`src/rtl/jsu_pkg.sv`:
```
// ----------------------------------------------------------------------------
// jsu_pkg - shared types and helpers for the JSON string unescaper
// Holds the decoder state, result entry types, result codes and the small
// character helpers: hex digit value, simple escapes and UTF-8 encoding.
// ----------------------------------------------------------------------------
package jsu_pkg;

   localparam int MAX_RESULTS = 6;
   localparam int RES_IDX_W   = $clog2(MAX_RESULTS);
   localparam int RES_CNT_W   = $clog2(MAX_RESULTS + 1);
   localparam int CP_W        = 21;

   localparam logic [7:0] CH_QUOTE     = 8'h22;
   localparam logic [7:0] CH_BACKSLASH = 8'h5C;
   localparam logic [7:0] CH_SLASH     = 8'h2F;
   localparam logic [7:0] CH_U         = 8'h75;
   localparam logic [7:0] CH_SPACE     = 8'h20;

   localparam logic [CP_W-1:0] CP_REPLACEMENT = 21'h00FFFD;
   localparam logic [CP_W-1:0] CP_SUPP_BASE   = 21'h010000;
   localparam logic [15:0]     SURR_HIGH_MIN  = 16'hD800;
   localparam logic [15:0]     SURR_HIGH_MAX  = 16'hDBFF;
   localparam logic [15:0]     SURR_LOW_MIN   = 16'hDC00;
   localparam logic [15:0]     SURR_LOW_MAX   = 16'hDFFF;

   // UTF-8 form of U+FFFD.
   localparam logic [7:0] FFFD_B0 = 8'hEF;
   localparam logic [7:0] FFFD_B1 = 8'hBF;
   localparam logic [7:0] FFFD_B2 = 8'hBD;

   typedef enum logic [2:0] {
      MODE_WAIT = 3'd0,
      MODE_STR  = 3'd1,
      MODE_ESC  = 3'd2,
      MODE_HEX  = 3'd3
   } mode_type;

   typedef enum logic [1:0] {
      KIND_DATA = 2'd0,
      KIND_DONE = 2'd1,
      KIND_ERR  = 2'd2
   } kind_type;

   typedef enum logic [2:0] {
      ERR_NONE     = 3'd0,
      ERR_NO_QUOTE = 3'd1,
      ERR_CTRL     = 3'd2,
      ERR_ESCAPE   = 3'd3,
      ERR_HEX      = 3'd4,
      ERR_UNTERM   = 3'd5
   } err_type;

   typedef struct packed {
      mode_type    mode;
      logic [1:0]  hex_count;
      logic [15:0] hex_accum;
      logic [9:0]  pending_high;
      logic        pending_valid;
   } state_type;

   localparam state_type STATE_RESET = '{
      mode:          MODE_WAIT,
      hex_count:     2'd0,
      hex_accum:     16'd0,
      pending_high:  10'd0,
      pending_valid: 1'b0
   };

   typedef struct packed {
      logic [7:0] data;
      kind_type   kind;
      err_type    code;
   } result_type;

   typedef struct packed {
      result_type [MAX_RESULTS-1:0] entry;
      logic [RES_CNT_W-1:0]         count;
   } result_list_type;

   typedef struct packed {
      logic       valid;
      logic [3:0] value;
   } hex_type;

   typedef struct packed {
      logic       valid;
      logic [7:0] value;
   } esc_type;

   typedef struct packed {
      logic [3:0][7:0] bytes;
      logic [2:0]      len;
   } utf8_type;

   function automatic hex_type hex_value(input logic [7:0] c);
      hex_type r;
      r.valid = 1'b1;
      r.value = c[3:0];
      if (c inside {[8'h30:8'h39]}) begin
         r.value = c[3:0];
      end else if (c inside {[8'h61:8'h66], [8'h41:8'h46]}) begin
         r.value = 4'(c[3:0] + 4'd9);
      end else begin
         r.valid = 1'b0;
      end
      return r;
   endfunction

   function automatic esc_type simple_escape(input logic [7:0] c);
      esc_type r;
      r.valid = 1'b1;
      case (c)
         CH_QUOTE:     r.value = CH_QUOTE;
         CH_BACKSLASH: r.value = CH_BACKSLASH;
         CH_SLASH:     r.value = CH_SLASH;
         8'h62:        r.value = 8'h08;
         8'h66:        r.value = 8'h0C;
         8'h6E:        r.value = 8'h0A;
         8'h72:        r.value = 8'h0D;
         8'h74:        r.value = 8'h09;
         default: begin
            r.valid = 1'b0;
            r.value = 8'h00;
         end
      endcase
      return r;
   endfunction

   function automatic utf8_type utf8_encode(input logic [CP_W-1:0] cp);
      utf8_type r;
      r.bytes = '0;
      if (cp < 21'h80) begin
         r.bytes[0] = cp[7:0];
         r.len      = 3'd1;
      end else if (cp < 21'h800) begin
         r.bytes[0] = 8'hC0 | {3'b000, cp[10:6]};
         r.bytes[1] = 8'h80 | {2'b00, cp[5:0]};
         r.len      = 3'd2;
      end else if (cp < 21'h10000) begin
         r.bytes[0] = 8'hE0 | {4'b0000, cp[15:12]};
         r.bytes[1] = 8'h80 | {2'b00, cp[11:6]};
         r.bytes[2] = 8'h80 | {2'b00, cp[5:0]};
         r.len      = 3'd3;
      end else begin
         r.bytes[0] = 8'hF0 | {5'b00000, cp[20:18]};
         r.bytes[1] = 8'h80 | {2'b00, cp[17:12]};
         r.bytes[2] = 8'h80 | {2'b00, cp[11:6]};
         r.bytes[3] = 8'h80 | {2'b00, cp[5:0]};
         r.len      = 3'd4;
      end
      return r;
   endfunction

endpackage

```
`src/rtl/jsu_if.sv`:
```
// ----------------------------------------------------------------------------
// jsu_if - channel interfaces of the JSON string unescaper
// Request channel carries text bytes and end-of-text marks; response channel
// carries decoded bytes, completion and error results.
// ----------------------------------------------------------------------------
interface jsu_req_if;
   logic       valid;
   logic       ready;
   logic       func;
   logic [7:0] in_byte;

   modport source (output valid, output func, output in_byte, input ready);
   modport sink   (input valid, input func, input in_byte, output ready);
endinterface

interface jsu_rsp_if;
   logic       valid;
   logic       ready;
   logic [7:0] out_byte;
   logic [1:0] out_kind;
   logic [2:0] error_code;
   logic       last;

   modport source (output valid, output out_byte, output out_kind,
                   output error_code, output last, input ready);
   modport sink   (input valid, input out_byte, input out_kind,
                   input error_code, input last, output ready);
endinterface

```
`src/rtl/jsu_decode.sv`:
```
// ----------------------------------------------------------------------------
// jsu_decode - one-byte step of the JSON string unescaper
// From the current state and one request item, computes the next state and
// the full list of results that the item causes.
// ----------------------------------------------------------------------------
module jsu_decode (
   input  jsu_pkg::state_type       state_cur,
   input  logic                     func,
   input  logic [7:0]               in_byte,
   output jsu_pkg::state_type       state_nxt,
   output jsu_pkg::result_list_type results
);
   import jsu_pkg::*;

   result_type [3:0]  main_e;
   logic [2:0]        main_len;
   logic              flush;
   logic              hold_new;
   err_type           err;
   hex_type           hexv;
   esc_type           escv;
   logic [15:0]       acc_next;
   logic              is_low;
   logic              is_high;
   logic [CP_W-1:0]   cp_combined;
   logic [CP_W-1:0]   cp_sel;
   utf8_type          enc;

   assign hexv        = hex_value(in_byte);
   assign escv        = simple_escape(in_byte);
   assign acc_next    = {state_cur.hex_accum[11:0], hexv.value};
   assign is_low      = (acc_next >= SURR_LOW_MIN) && (acc_next <= SURR_LOW_MAX);
   assign is_high     = (acc_next >= SURR_HIGH_MIN) && (acc_next <= SURR_HIGH_MAX);
   assign cp_combined = CP_SUPP_BASE + {1'b0, state_cur.pending_high, acc_next[9:0]};

   // A completed escape names a low surrogate after a held high one, a new
   // high surrogate to hold, or a plain code point (NUL and stray lows are
   // replaced).
   always_comb begin
      if (state_cur.pending_valid && is_low) begin
         cp_sel = cp_combined;
      end else if (acc_next == 16'd0 || is_low) begin
         cp_sel = CP_REPLACEMENT;
      end else begin
         cp_sel = {5'b00000, acc_next};
      end
   end

   assign enc = utf8_encode(cp_sel);

   always_comb begin
      state_nxt = state_cur;
      flush     = 1'b0;
      hold_new  = 1'b0;
      err       = ERR_NONE;
      main_len  = 3'd0;
      for (int i = 0; i < 4; i++) begin
         main_e[i] = '{data: 8'h00, kind: KIND_DATA, code: ERR_NONE};
      end

      if (func) begin
         if (state_cur.mode == MODE_STR || state_cur.mode == MODE_ESC ||
             state_cur.mode == MODE_HEX) begin
            err = ERR_UNTERM;
         end else begin
            state_nxt.mode = MODE_WAIT;
         end
      end else begin
         case (state_cur.mode)
            MODE_STR: begin
               if (in_byte == CH_QUOTE) begin
                  flush          = state_cur.pending_valid;
                  main_e[0].kind = KIND_DONE;
                  main_len       = 3'd1;
                  state_nxt.mode = MODE_WAIT;
               end else if (in_byte < CH_SPACE) begin
                  err = ERR_CTRL;
               end else if (in_byte == CH_BACKSLASH) begin
                  state_nxt.mode = MODE_ESC;
               end else begin
                  flush          = state_cur.pending_valid;
                  main_e[0].data = in_byte;
                  main_len       = 3'd1;
               end
            end
            MODE_ESC: begin
               if (in_byte == CH_U) begin
                  state_nxt.mode      = MODE_HEX;
                  state_nxt.hex_count = 2'd0;
                  state_nxt.hex_accum = 16'd0;
               end else if (escv.valid) begin
                  flush          = state_cur.pending_valid;
                  main_e[0].data = escv.value;
                  main_len       = 3'd1;
                  state_nxt.mode = MODE_STR;
               end else begin
                  err = ERR_ESCAPE;
               end
            end
            MODE_HEX: begin
               if (!hexv.valid) begin
                  err = ERR_HEX;
               end else begin
                  state_nxt.hex_accum = acc_next;
                  if (state_cur.hex_count != 2'd3) begin
                     state_nxt.hex_count = 2'(state_cur.hex_count + 2'd1);
                  end else begin
                     state_nxt.hex_count = 2'd0;
                     state_nxt.mode      = MODE_STR;
                     if (state_cur.pending_valid && is_low) begin
                        main_len = enc.len;
                     end else begin
                        flush = state_cur.pending_valid;
                        if (is_high) begin
                           hold_new = 1'b1;
                        end else begin
                           main_len = enc.len;
                        end
                     end
                     for (int i = 0; i < 4; i++) begin
                        main_e[i].data = enc.bytes[i];
                     end
                  end
               end
            end
            default: begin
               // Waiting for an opening quote; unused codes behave the same.
               if (in_byte == CH_QUOTE) begin
                  state_nxt.mode = MODE_STR;
               end else begin
                  err = ERR_NO_QUOTE;
               end
            end
         endcase
      end

      // A new high surrogate is held even when an older one is flushed in
      // the same step. The combining branch clears the held surrogate too.
      if (hold_new) begin
         state_nxt.pending_high  = 10'(acc_next - SURR_HIGH_MIN);
         state_nxt.pending_valid = 1'b1;
      end else if (flush || (main_len != 3'd0 && state_cur.mode == MODE_HEX &&
                             state_cur.pending_valid && is_low)) begin
         state_nxt.pending_valid = 1'b0;
         state_nxt.pending_high  = 10'd0;
      end

      results = '0;
      if (err != ERR_NONE) begin
         state_nxt             = STATE_RESET;
         results.entry[0].data = 8'h00;
         results.entry[0].kind = KIND_ERR;
         results.entry[0].code = err;
         results.count         = RES_CNT_W'(1);
      end else if (flush) begin
         results.entry[0] = '{data: FFFD_B0, kind: KIND_DATA, code: ERR_NONE};
         results.entry[1] = '{data: FFFD_B1, kind: KIND_DATA, code: ERR_NONE};
         results.entry[2] = '{data: FFFD_B2, kind: KIND_DATA, code: ERR_NONE};
         for (int i = 0; i < 3; i++) begin
            results.entry[i+3] = main_e[i];
         end
         results.count = RES_CNT_W'(main_len + 3'd3);
      end else begin
         for (int i = 0; i < 4; i++) begin
            results.entry[i] = main_e[i];
         end
         results.count = RES_CNT_W'(main_len);
      end
   end

endmodule

```
`src/rtl/json_string_unescape_utf8.sv`:
```
// ----------------------------------------------------------------------------
// json_string_unescape_utf8 - JSON quoted-string checker and UTF-8 unescaper
// Decodes the bytes of JSON strings one per transfer into UTF-8 bytes,
// completion marks and error results.
// ----------------------------------------------------------------------------
// Usage. The request channel (req_ch) takes one item per transfer: func = 0
// carries one text byte in in_byte, func = 1 marks the end of the text. The
// response channel (rsp_ch) gives one result per transfer: a decoded byte, a
// string-complete mark or an error with its code; last is set on the final
// result that one request item causes. An item may cause no result at all.
// A request item lands in an input register on its transfer. From there the
// decoder works out its whole result list (up to six entries) and the state
// update, which are written into the result buffer once the buffer is free;
// the results of an item are offered from that buffer.
// Throughput is one request item per cycle while every item causes at most
// one result and the receiver does not stall; an item with several results
// holds the result buffer until the response channel has drained its
// entries, one per cycle while the receiver accepts them.
// When the receiver stalls, the buffer holds its entries and one further
// request item waits in the input register; after that, req_ch.ready drops.
// Synchronous reset returns the decoder to waiting for an opening quote with
// no held surrogate and empties both the input register and the buffer.
// After an error result the consumer drops bytes already given for that
// string.
// ----------------------------------------------------------------------------
module json_string_unescape_utf8 (
   input logic       clock,
   input logic       reset,
   jsu_req_if.sink   req_ch,
   jsu_rsp_if.source rsp_ch
);
   import jsu_pkg::*;

   // Input register stage.
   logic       in_valid_ff;
   logic       in_func_ff;
   logic [7:0] in_byte_ff;

   // Decoder state.
   state_type  state_ff;
   state_type  state_in;

   // Result buffer: entries of one item, drained one per transfer.
   result_type [MAX_RESULTS-1:0] buf_ff;
   logic [RES_CNT_W-1:0]         count_ff;
   logic [RES_IDX_W-1:0]         idx_ff;

   result_list_type dec;
   result_type      cur;
   logic            req_xfer;
   logic            rsp_xfer;
   logic            buf_last;
   logic            buf_free;
   logic            move;

   jsu_decode u_decode (
      .state_cur (state_ff),
      .func      (in_func_ff),
      .in_byte   (in_byte_ff),
      .state_nxt (state_in),
      .results   (dec)
   );

   assign req_xfer = req_ch.valid && req_ch.ready;
   assign rsp_xfer = rsp_ch.valid && rsp_ch.ready;
   assign buf_last = (RES_CNT_W'(idx_ff) == count_ff - RES_CNT_W'(1));
   // The buffer can be reloaded when it is empty or its final entry leaves
   // in this cycle.
   assign buf_free = (count_ff == '0) || (rsp_xfer && buf_last);
   assign move     = in_valid_ff && buf_free;

   assign req_ch.ready = !in_valid_ff || move;

   assign cur               = buf_ff[idx_ff];
   assign rsp_ch.valid      = (count_ff != '0);
   assign rsp_ch.out_byte   = cur.data;
   assign rsp_ch.out_kind   = cur.kind;
   assign rsp_ch.error_code = cur.code;
   assign rsp_ch.last       = buf_last;

   always_ff @(posedge clock) begin
      if (reset) begin
         in_valid_ff <= 1'b0;
         state_ff    <= STATE_RESET;
         count_ff    <= '0;
         idx_ff      <= '0;
      end else begin
         if (req_xfer) begin
            in_valid_ff <= 1'b1;
         end else if (move) begin
            in_valid_ff <= 1'b0;
         end

         if (move) begin
            state_ff <= state_in;
            count_ff <= dec.count;
            idx_ff   <= '0;
         end else if (rsp_xfer) begin
            if (buf_last) begin
               count_ff <= '0;
               idx_ff   <= '0;
            end else begin
               idx_ff <= RES_IDX_W'(idx_ff + RES_IDX_W'(1));
            end
         end
      end
   end

   // Payload registers carry no reset.
   always_ff @(posedge clock) begin
      if (req_xfer) begin
         in_func_ff <= req_ch.func;
         in_byte_ff <= req_ch.in_byte;
      end
      if (move) begin
         buf_ff <= dec.entry;
      end
   end

`ifndef SYNTHESIS
   a_idx_in_range: assert property (@(posedge clock) disable iff (reset)
      count_ff != '0 |-> RES_CNT_W'(idx_ff) < count_ff)
      else $error("result index beyond buffer fill");

   a_count_max: assert property (@(posedge clock) disable iff (reset)
      count_ff <= RES_CNT_W'(MAX_RESULTS))
      else $error("result buffer overfilled");

   a_nondata_last: assert property (@(posedge clock) disable iff (reset)
      rsp_ch.valid && rsp_ch.out_kind != KIND_DATA |-> rsp_ch.last)
      else $error("completion or error result not marked last");

   a_err_resets: assert property (@(posedge clock) disable iff (reset)
      move && dec.count != '0 && dec.entry[0].kind == KIND_ERR
      |=> state_ff.mode == MODE_WAIT && !state_ff.pending_valid)
      else $error("error did not return decoder to waiting");
`endif

endmodule
```
`src/flat_wrapper.sv`:
```
// flat-port wrapper written by rule: the top's interface ports become plain ports
module json_string_unescape_utf8_flat import jsu_pkg::*;
  (clock, reset, req_ch_valid, req_ch_func, req_ch_in_byte, req_ch_ready, rsp_ch_valid, rsp_ch_out_byte, rsp_ch_out_kind, rsp_ch_error_code, rsp_ch_last, rsp_ch_ready);
  jsu_req_if req_ch_i ();
  jsu_rsp_if rsp_ch_i ();
  input logic clock;
  input logic reset;
  input wire logic [$bits(req_ch_i.valid)-1:0] req_ch_valid;
  input wire logic [$bits(req_ch_i.func)-1:0] req_ch_func;
  input wire logic [$bits(req_ch_i.in_byte)-1:0] req_ch_in_byte;
  output wire logic [$bits(req_ch_i.ready)-1:0] req_ch_ready;
  output wire logic [$bits(rsp_ch_i.valid)-1:0] rsp_ch_valid;
  output wire logic [$bits(rsp_ch_i.out_byte)-1:0] rsp_ch_out_byte;
  output wire logic [$bits(rsp_ch_i.out_kind)-1:0] rsp_ch_out_kind;
  output wire logic [$bits(rsp_ch_i.error_code)-1:0] rsp_ch_error_code;
  output wire logic [$bits(rsp_ch_i.last)-1:0] rsp_ch_last;
  input wire logic [$bits(rsp_ch_i.ready)-1:0] rsp_ch_ready;
  assign req_ch_i.valid = req_ch_valid;
  assign req_ch_i.func = req_ch_func;
  assign req_ch_i.in_byte = req_ch_in_byte;
  assign req_ch_ready = req_ch_i.ready;
  assign rsp_ch_valid = rsp_ch_i.valid;
  assign rsp_ch_out_byte = rsp_ch_i.out_byte;
  assign rsp_ch_out_kind = rsp_ch_i.out_kind;
  assign rsp_ch_error_code = rsp_ch_i.error_code;
  assign rsp_ch_last = rsp_ch_i.last;
  assign rsp_ch_i.ready = rsp_ch_ready;
  json_string_unescape_utf8 u_core (.clock(clock), .reset(reset), .req_ch(req_ch_i), .rsp_ch(rsp_ch_i));
endmodule
```
`config.mk`:
```
export PLATFORM = sky130hd
export DESIGN_NAME = json_string_unescape_utf8_flat
export DESIGN_NICKNAME = d
export VERILOG_FILES = /design/src/rtl/jsu_pkg.sv /design/src/rtl/jsu_if.sv /design/src/rtl/jsu_decode.sv /design/src/rtl/json_string_unescape_utf8.sv /design/src/flat_wrapper.sv
export SDC_FILE = /design/constraint.sdc
export NUM_CORES = 1
export LEC_CHECK = 0
export BUFFER_PORTS_ARGS = -buffer_cell sky130_fd_sc_hd__buf_2
export CORE_MARGIN = 5
export CORE_UTILIZATION = 45
export DETAILED_ROUTE_END_ITERATION = 7
export RECOVER_POWER = 100
export SKIP_CTS_REPAIR_TIMING = 1
export SLEW_MARGIN = 20
export SYNTH_ARGS = -nofsm -noshare
export SYNTH_HDL_FRONTEND = slang
export SYNTH_SLANG_ARGS = --single-unit
```
`constraint.sdc`:
```
create_clock -name clock -period 7.5 [get_ports clock]
set_input_delay 2.25 -clock clock [delete_from_list [all_inputs] [get_ports clock]]
set_output_delay 2.25 -clock clock [all_outputs]
set_load 0.05 [all_outputs]
```
==> flow_summary.toml, run 1 <==
[clock_tree]
cts_sinks = 93
clk_pin_slew_ns = 0.07
cts-buffers-inserted = 9
cts-root-buf = "clkbuf_16"
h-tree-depth = 3
cts_tree = "done"
clk_path_buf_depth = 2
clock_latency_ns = 0.35

[global_route]
grt_usage_pct = 20.8
grt_antenna_before_repair = 0
grt_overflow_total = 0
grt_max_degree = 49
grt_pass1_wl_um = 23900
grt_pass1_vias = 4352

[synthesis]
syn_nets = 621
ys_types = 88
yosys-top-cells-area = "edfxtp_1 (31%), dfxtp_1 (12%), nor2_1 (3.8%)"
ys_warn_count = 0
synthFlopType = "edfxtp_1"
synth.avg_cell_area_um2 = 9.55
synth_edf_count = 59
synthCells = 592
synthesis.area_um2 = 5650
yosysTopAreaCellShare_pct = 31.3
yosysTopAreaCell = "edfxtp_1"
ys_seq_area_share_pct = 43.4
async_reset_ff_share_pct = 0
ys_seq_elements = 93

[pwr]
p_leak_nw = 2.15
finalPower_mw = 1.14
power_density_nw_per_um2 = 186
max-vdd-ir-drop_v = 0.0000821

[outcome]
violations = "capacitance limit, slew limit"
status = "finished, violations left"

[setup_path]
path_depth = 6
cp_max_fo = 22
cp_top_family = "buffers and inverters"
r2r_cells = 9
worstSetupStartpointType = "register"
cp_num_buf_inv = 2
end_kind = "output pin"
crit_chain = "clkbuf_1, xnor2_1, nor3_1, nand3_1, nand3_1, clkbuf_1"
arrival_ns = 3.49
cpPeakStageDelay_ns = 1.04
crit_slowest_cell = "clkbuf_1"
crit_type = "reg2out"
cp.required_ns = 5.25

[sta]
setup_viol = 0
final_hold_viol_count = 0
rsz0062_at_grt = "false"
period_share_pct = 76.5
skew_ns = 0.00817
maxSlewViolCount = 61
worstMarginPinSlew_ns = 2.42
hold_slack_ns = 0.479
relSlewSlack_pct = -61.3
fmax_mhz = 174
post-route-min-period_ns = 5.74
setup_tns_ns = 0

[drt]
route.detailed.drc = 0
first_iter_violations = 508
routed_via_density = 6.08
vias = 4744
drt_wl_total_um = 15100
drtAntennaViolNets = 0
drt_pass1_iterations = 5
wl_per_cell_um = 19.4

[min_path]
min_path_type = "reg2reg"
holdPathStages = 2

[cells_and_area]
fillers = 1233
syn2layout_area_growth_pct = 8.14
drive_gt1_share_pct = 8.88
nets = 632
num_antenna_cells = 0

[floorplanning]
start_util_pct = 45.4
rows = 41
ios = 29
core-area_um2 = 12500
die_w_um = 122
die-area_um2 = 14900
die_h_um = 122

[place]
place_hpwl_um = 11200
place.gp.congestion = 0.972
io_buffers = 28

[job]
max_cap_viol_count = 2
placed cells by master, fill, tap and decap left out, types with 5 or more instances in the layout:
cell,Yosys,layout
nand3_1,30,30
o31ai_1,5,5
and2_1,9,8
ha_1,16,16
nand2b_1,8,8
o21ai_0,26,39
xnor2_1,5,5
nor3_1,14,14
a31oi_1,6,6
o211ai_1,5,6
nand2_1,45,46
inv_1,26,26
mux2i_1,11,11
o22ai_1,17,17
mux4_2,7,7
a22o_1,11,11
edfxtp_1,59,59
clkbuf_16,0,9
clkbuf_1,13,18
dfxtp_1,34,34
a21oi_1,37,37
buf_2,10,12
nor3b_1,6,7
nand4_1,5,5
nor2_1,57,58
and3_1,7,7
flip-flops by register name (all words and copies together), names as in the netlist:
register	cells
u_core.in_valid_ff	1
u_core.state_ff	27
u_core.in_func_ff	1
u_core.idx_ff	3
u_core.in_byte_ff	8
u_core.buf_ff	50
u_core.count_ff	3
metal layers:
metal	up-vias	share of wire [%]	track usage, %	routed length [um]
met5	-	0	0	0
met2	148	46	32.6	7000
met1	2308	46	29.4	7020
met4	0	2.2	7.91	326
met3	21	5.3	2.74	799
li1	2267	-	-	-
cells in the mapped netlist (3+ instances only):
master	n
o21ai_0	26
o211ai_1	5
clkbuf_1	13
nand2b_1	8
o221ai_1	3
nand4b_1	3
nand4_1	5
and3_1	7
and4_1	4
dfxtp_1	34
a31oi_1	6
xnor2_1	5
and2_1	9
nand2_1	45
nor2_1	57
a21oi_1	37
a21o_1	4
a21boi_0	3
ha_1	16
inv_1	26
nor3b_1	6
or2_2	3
o21ai_1	17
nor3_1	14
or3_1	3
edfxtp_1	59
buf_4	6
a311oi_1	3
mux2i_1	11
mux4_2	7
buf_2	10
a22o_1	11
o22ai_1	17
nand3_1	30
o31ai_1	5
a211oi_1	3
nor2b_1	4
and4b_1	3
final timing paths:
| kind | startpoint | end | slack, ns |
|---|---|---|---|
| setup reg to reg | u_core.idx_ff[0] | u_core.count_ff[0] | 1.97 |
| hold reg to reg | u_core.state_ff[28] | u_core.state_ff[28] | 0.48 |
| setup / recovery | u_core.idx_ff[0] | req_ch_ready | 1.76 |
| hold / removal | u_core.state_ff[28] | u_core.state_ff[28] | 0.48 |
kinds of logic (layout without fill, tap and decap cells):
| group | after synthesis | after routing | synth area share (%) |
|---|---|---|---|
| muxes | 19 | 19 | 4.93 |
| DFF | 93 | 93 | 43.4 |
| xor gates and xnor gates | 5 | 5 | 0.774 |
| AOI/OAI and AO/OA | 173 | 173 | 20.6 |
| and+or+nand+nor | 226 | 226 | 21.9 |
| adders and majority gates | 16 | 16 | 3.54 |
| buffers and inverters | 60 | 76 | 4.87 |
stage by stage:
step | setup slack [ns] | utilization (%) | cells | cell area (um^2)
after floorplan | 1.35 | - | 592 | 5650
final | 1.76 | 49.1 | 780 | 6110
after CTS | 2.30 | 49.7 | 780 | 6190
after detailed placement | 2.30 | 47.2 | 764 | 5880
after global routing | 1.29 | 49.1 | 780 | 6110
after global placement | 2.34 | 47.2 | 764 | 5880
final cells by class:
type / instances / area (um^2) / area share, %
multi-input cells: 439 / 2890 / 47.3
flip-flops and latches: 93 / 2450 / 40.1
repair buffers: 33 / 150 / 2.46
clock inverters: 7 / 80.1 / 1.31
inverters: 27 / 101 / 1.66
clock buffers: 9 / 225 / 3.68
well taps: 172 / 215 / 3.52
worst min-delay path, stage by stage, from the launching register on:
cell     delay, ns
dfxtp_1       0.32
nand2_1       0.05
o21ai_0       0.06
where the power goes:
part	internal, mW	leakage, nW	switching, mW	total [mW]
Sequential	0.557	0.867	0.0114	0.569
Clock	0.264	0.150	0.205	0.468
Combinational	0.0299	1.13	0.0696	0.0996
Total	0.851	2.15	0.286	1.14
(Power assumes the default switching activity.)
==> run 2: changes to the inputs <==
Settings changed: ABC_AREA set to 1.
Clock period 7.5 ns to 4.7 ns, I/O delays scaled along.
==> flow_summary.toml, run 2 <==
[outcome]
status = "completed"

[pwr]
max-vdd-ir-drop_v = 0.000209
p_leak_nw = 2.62
switchingPower_mw = 0.663
p_seq_share_pct = 43.8
p_int_mw = 1.48
p_clk_share_pct = 36.3
combPwrFrac_pct = 20.0
p_sw_share_pct = 30.9
power_density_nw_per_um2 = 342

[place]
place_hpwl_um = 12700
placed_area_um2 = 6020
placed_cells = 914
place.gp.congestion = 0.918
io_buffers = 28

[cells_and_area]
layout_commonest_cell = "nand2_1"
final_cells = 930
stdcell_area_um2 = 6260
final_cell_mix = "nand2_1 (135), nor2_1 (103), inv_1 (77)"
drive_gt1_share_pct = 11.9
largest_register = "u_core.buf_ff"
largest_register_ffs = 50
nets = 782
top_regs = "u_core.buf_ff (50), u_core.state_ff (27), u_core.in_byte_ff (8)"
syn2layout_area_growth_pct = 8.62
num_antenna_cells = 0

[clock_tree]
clk_path_buf_depth = 2
clock_latency_ns = 0.35
cts_tree = "done"
clk_pin_slew_ns = 0.07
cts_sinks = 93
h-tree-depth = 3
cts-root-buf = "clkbuf_16"
cts-buffers-inserted = 9

[synthesis]
yosysTopAreaCellShare_pct = 30.7
ys_top_cells_by_count = "nand2_1 (134), nor2_1 (101), inv_1 (74), edfxtp_1 (59), o21ai_0 (58)"
synth_edf_count = 59
synthCells = 735
synthFlopType = "edfxtp_1"
synth_most_common_cell = "nand2_1"
yosys-top-cells-area = "edfxtp_1 (31%), dfxtp_1 (12%), nand2_1 (8.7%)"
synth.avg_cell_area_um2 = 7.84
ys_types = 49
yosysTopAreaCell = "edfxtp_1"
ys_warn_count = 0
syn_nets = 764
ys_seq_area_share_pct = 42.5
ys_seq_elements = 93
synthesis.area_um2 = 5760
async_reset_ff_share_pct = 0

[drt]
drt_pass1_iterations = 4
drt_wl_total_um = 16600
wl_per_cell_um = 17.9
route.detailed.drc = 0
routed_via_density = 5.46
vias = 5075
drtAntennaViolNets = 0
first_iter_violations = 319

[floorplanning]
die_h_um = 123
ios = 29
core-area_um2 = 12600
rows = 41
die_w_um = 123
die-area_um2 = 15200
start_util_pct = 45.9

[global_route]
grt_pass1_vias = 4990
grt_usage_pct = 23.2
grt_antenna_before_repair = 0
grt_overflow_total = 0
grt_pass1_wl_um = 26900
grt_max_degree = 46

[setup_path]
worstSetupStartpointType = "register"
end_kind = "register"
arrival_ns = 4.43
crit_type = "reg2reg"
cp.required_ns = 4.91
cp_max_fo = 11

[sta]
relSlewSlack_pct = 6.94
worstMarginPinSlew_ns = 1.40
fmax_mhz = 237
period_share_pct = 89.6
skew_ns = 0.00751
maxSlewViolCount = 0
setup_tns_ns = 0
post-route-min-period_ns = 4.21
final_hold_viol_count = 0
rsz0062_at_grt = "false"
setup_viol = 0

[min_path]
min_path_type = "reg2reg"

[job]
max_cap_viol_count = 0
run 2: cell type report:
class / instances / area (um^2)
Multi-Input combinational cell: 522 / 2780
Inverter: 95 / 357
Timing Repair Buffer: 32 / 144
Tap cell: 172 / 215
Sequential cell: 93 / 2450
Clock inverter: 6 / 85.1
Clock buffer: 10 / 229
Fill cell: 1300 / 6310
run 2: cell families (layout without fill, tap and decap cells):
group / Yosys count / count (layout) / share of synthesized area, %
adders and majority gates: 16 / 16 / 3.47
xor gates and xnor gates: 4 / 4 / 0.608
AOI/OAI and AO/OA: 167 / 167 / 17.1
DFF: 93 / 93 / 42.5
buffers and inverters: 120 / 143 / 8.49
and+or+nand+nor: 335 / 335 / 27.7
run 2: power by group through the flow:
| stage | clock network (mW) | registers (mW) | logic [mW] |
|---|---|---|---|
| finish | 0.777 | 0.938 | 0.428 |
| global route | 0.837 | 0.941 | 0.466 |
| CTS | 0.796 | 0.936 | 0.441 |
| detailed placement | 0 | 0.955 | 0.440 |
| global placement | 0 | 0.953 | 0.438 |
| floorplan | 0 | 0.945 | 0.333 |
run 2: worst max-delay path, stage by stage (launching register included):
cell      delay, ns
edfxtp_1       0.52
inv_1          0.17
ha_1           0.26
nand3_2        0.13
nand3_2        0.14
nand2_1        0.09
nand2_1        0.18
nor2_4         0.05
nand3_4        0.09
nand2_4        0.08
nand2_2        0.09
nand3_1        0.13
nor2_1         0.18
nand3_1        0.32
nand2_1        0.17
nand2_1        0.06
nand2_1        0.09
nand2_1        0.08
ha_1           0.25
ha_1           0.20
nor2_1         0.11
a31oi_1        0.09
nand3_1        0.08
nand2_1        0.26
nand2_1        0.19
a21oi_1        0.08
run 2: path summary, 6_finish.rpt:
kind / startpoint / to / slack [ns] / cells after the start
max: u_core.in_byte_ff[0] / u_core.state_ff[4] / 0.49 / 25
min: u_core.state_ff[5] / u_core.state_ff[5] / 0.46 / 2
max reg2reg: u_core.in_byte_ff[0] / u_core.state_ff[4] / 0.49 / 25
min reg2reg: u_core.state_ff[5] / u_core.state_ff[5] / 0.46 / 2
run 2: stage by stage:
stage | hold WS (ns) | worst slack, ns | util, % | power (mW)
finish | 0.465 | 0.487 | 49.8 | 2.14
global route | 0.478 | 0.196 | 49.8 | 2.24
CTS | 0.466 | 0.761 | 50.4 | 2.17
detailed placement | 0.456 | 0.780 | 47.9 | 1.39
global placement | 0.452 | 0.888 | 47.9 | 1.39
floorplan | 0.439 | 1.12 | - | 1.28
run 2: routing by layer:
layer	vias to the layer above	routed length (um)	share of wire, %	track usage (%)
met5	-	0	0	0
met4	0	341	2.1	8.58
met3	21	466	2.8	2.93
met2	103	8140	49	38.8
met1	2430	7650	46	30.7
li1	2521	-	-	-
==> run 3: changes to the inputs <==
Settings changed: BUFFER_PORTS_ARGS -buffer_cell sky130_fd_sc_hd__buf_2 to not set, DONT_BUFFER_PORTS set to 1.
==> flow_summary.toml, run 3 (synthesis gave the netlist of run 2 again) <==
[outcome]
status = "finished, violations left"
violations = "capacitance limit, slew limit"

[clock_tree]
h-tree-depth = 3
clk_pin_slew_ns = 0.06
cts-buffers-inserted = 9
cts_tree = "done"
clk_path_buf_depth = 2
cts-root-buf = "clkbuf_16"
clock_latency_ns = 0.36
cts_sinks = 93

[sta]
maxSlewViolCount = 37
rsz0062_at_grt = "false"
setup_tns_ns = 0
fmax_mhz = 244
period_share_pct = 87.3
worstMarginPinSlew_ns = 1.78
setup_viol = 0
post-route-min-period_ns = 4.10
final_hold_viol_count = 0
skew_ns = 0.00845
hold_slack_ns = 0.455
relSlewSlack_pct = -18.5

[global_route]
grt_pass1_vias = 4829
grt_overflow_total = 0
grt_max_degree = 39
grt_pass1_wl_um = 25900
grt_antenna_before_repair = 0
grt_usage_pct = 22.3

[floorplanning]
die_w_um = 123
die-area_um2 = 15200
rows = 41
die_h_um = 123
start_util_pct = 45.9
ios = 29
core-area_um2 = 12600

[cells_and_area]
largest_register_ffs = 50
largest_register = "u_core.buf_ff"
drive_gt1_share_pct = 10.3
syn2layout_area_growth_pct = 6.53
top_regs = "u_core.buf_ff (50), u_core.state_ff (27), u_core.in_byte_ff (8)"
final_cell_mix = "nand2_1 (135), nor2_1 (106), inv_1 (78)"
final_cells = 908
fillers = 1263
num_antenna_cells = 0
nets = 761
final_core_util_pct = 48.9
layout_commonest_cell = "nand2_1"

[place]
place_hpwl_um = 12200
io_buffers = 0
placed_cells = 893
place.gp.congestion = 0.896

[drt]
drt_pass1_iterations = 5
route.detailed.drc = 0
routed_via_density = 5.51
first_iter_violations = 393
vias = 5002
wl_per_cell_um = 17.6
drtAntennaViolNets = 0
drt_wl_total_um = 16000

[min_path]
holdPathStages = 2
hold_path_end = "u_core.count_ff[1]"
min_path_type = "reg2reg"
min_from = "u_core.count_ff[1]"

[setup_path]
arrival_ns = 4.39
end_kind = "register"
r2r_end = "u_core.state_ff[30]"
worstSetupStartpointType = "register"
cp_max_fo = 32
reg2reg_from = "u_core.count_ff[0]"
r2r_cells = 14
cp.required_ns = 4.99
crit_type = "reg2reg"
r2r_setup_slack_ns = 0.60

[pwr]
power_density_nw_per_um2 = 338
p_leak_nw = 2.55
finalPower_mw = 2.07
max-vdd-ir-drop_v = 0.000143

[job]
max_cap_viol_count = 7
## run 3: cell count changes in the layout (fill, tap and decap cells not counted), sizes merged
cell	before	now
buf	14	3
bufinv	2	1
clkbuf	28	17
clkinv	3	4
## run 3: how the worst max path moves through the flow
stage / start / endpoint / slack, ns / cells after the start
floorplan: rsp_ch_ready / req_ch_ready / 1.12 / 6
global placement: rsp_ch_ready / req_ch_ready / 0.87 / 6
detailed placement: u_core.in_byte_ff[0] / u_core.state_ff[4] / 0.85 / 26
CTS: u_core.count_ff[0] / req_ch_ready / 0.76 / 9
global route: u_core.in_byte_ff[0] / u_core.state_ff[9] / 0.17 / 26
finish: u_core.count_ff[0] / u_core.state_ff[30] / 0.60 / 14
## run 3: critical path: stages, from the launching register on
cell      delay (ns)
dfxtp_1         0.35
inv_1           0.08
ha_1            0.20
nand2_1         0.42
nand2_1         0.15
nor2_1          0.22
inv_1           0.08
nand2_1         0.14
inv_1           0.09
nor2_1          0.26
clkbuf_1        1.31
nand2_1         0.13
a21oi_1         0.32
o21ai_0         0.13
a21oi_1         0.14
## run 3: area by class of cell
type                    instances  area [um^2]  share of cell area [%]
clock buffers                   9          225                    3.67
clock inverters                 6         63.8                    1.04
multi-input cells             522         2780                    45.2
repair buffers                 11         52.6                   0.856
inverters                      95          357                    5.81
flip-flops and latches         93         2450                    39.9
well taps                     172          215                    3.50
## run 3: layer usage
metal	global-route usage, %	wire length (um)	share of wire [%]	vias to the layer above
met5	0	0	0	-
met4	8.10	348	2.2	0
met3	2.84	560	3.5	22
met2	37.4	7840	49	116
met1	29.7	7280	45	2390
li1	-	-	-	2474
## run 3: through the flow
step / worst slack, ns / area, um^2
floorplan: 1.12 / 5760
global placement: 0.875 / 5940
detailed placement: 0.851 / 5940
CTS: 0.760 / 6230
global route: 0.173 / 6140
finish: 0.596 / 6140
## run 3: report_power, final
part	switching, mW	internal, mW
clock network	0.315	0.409
logic	0.312	0.101
registers	0.0261	0.911
total	0.654	1.42
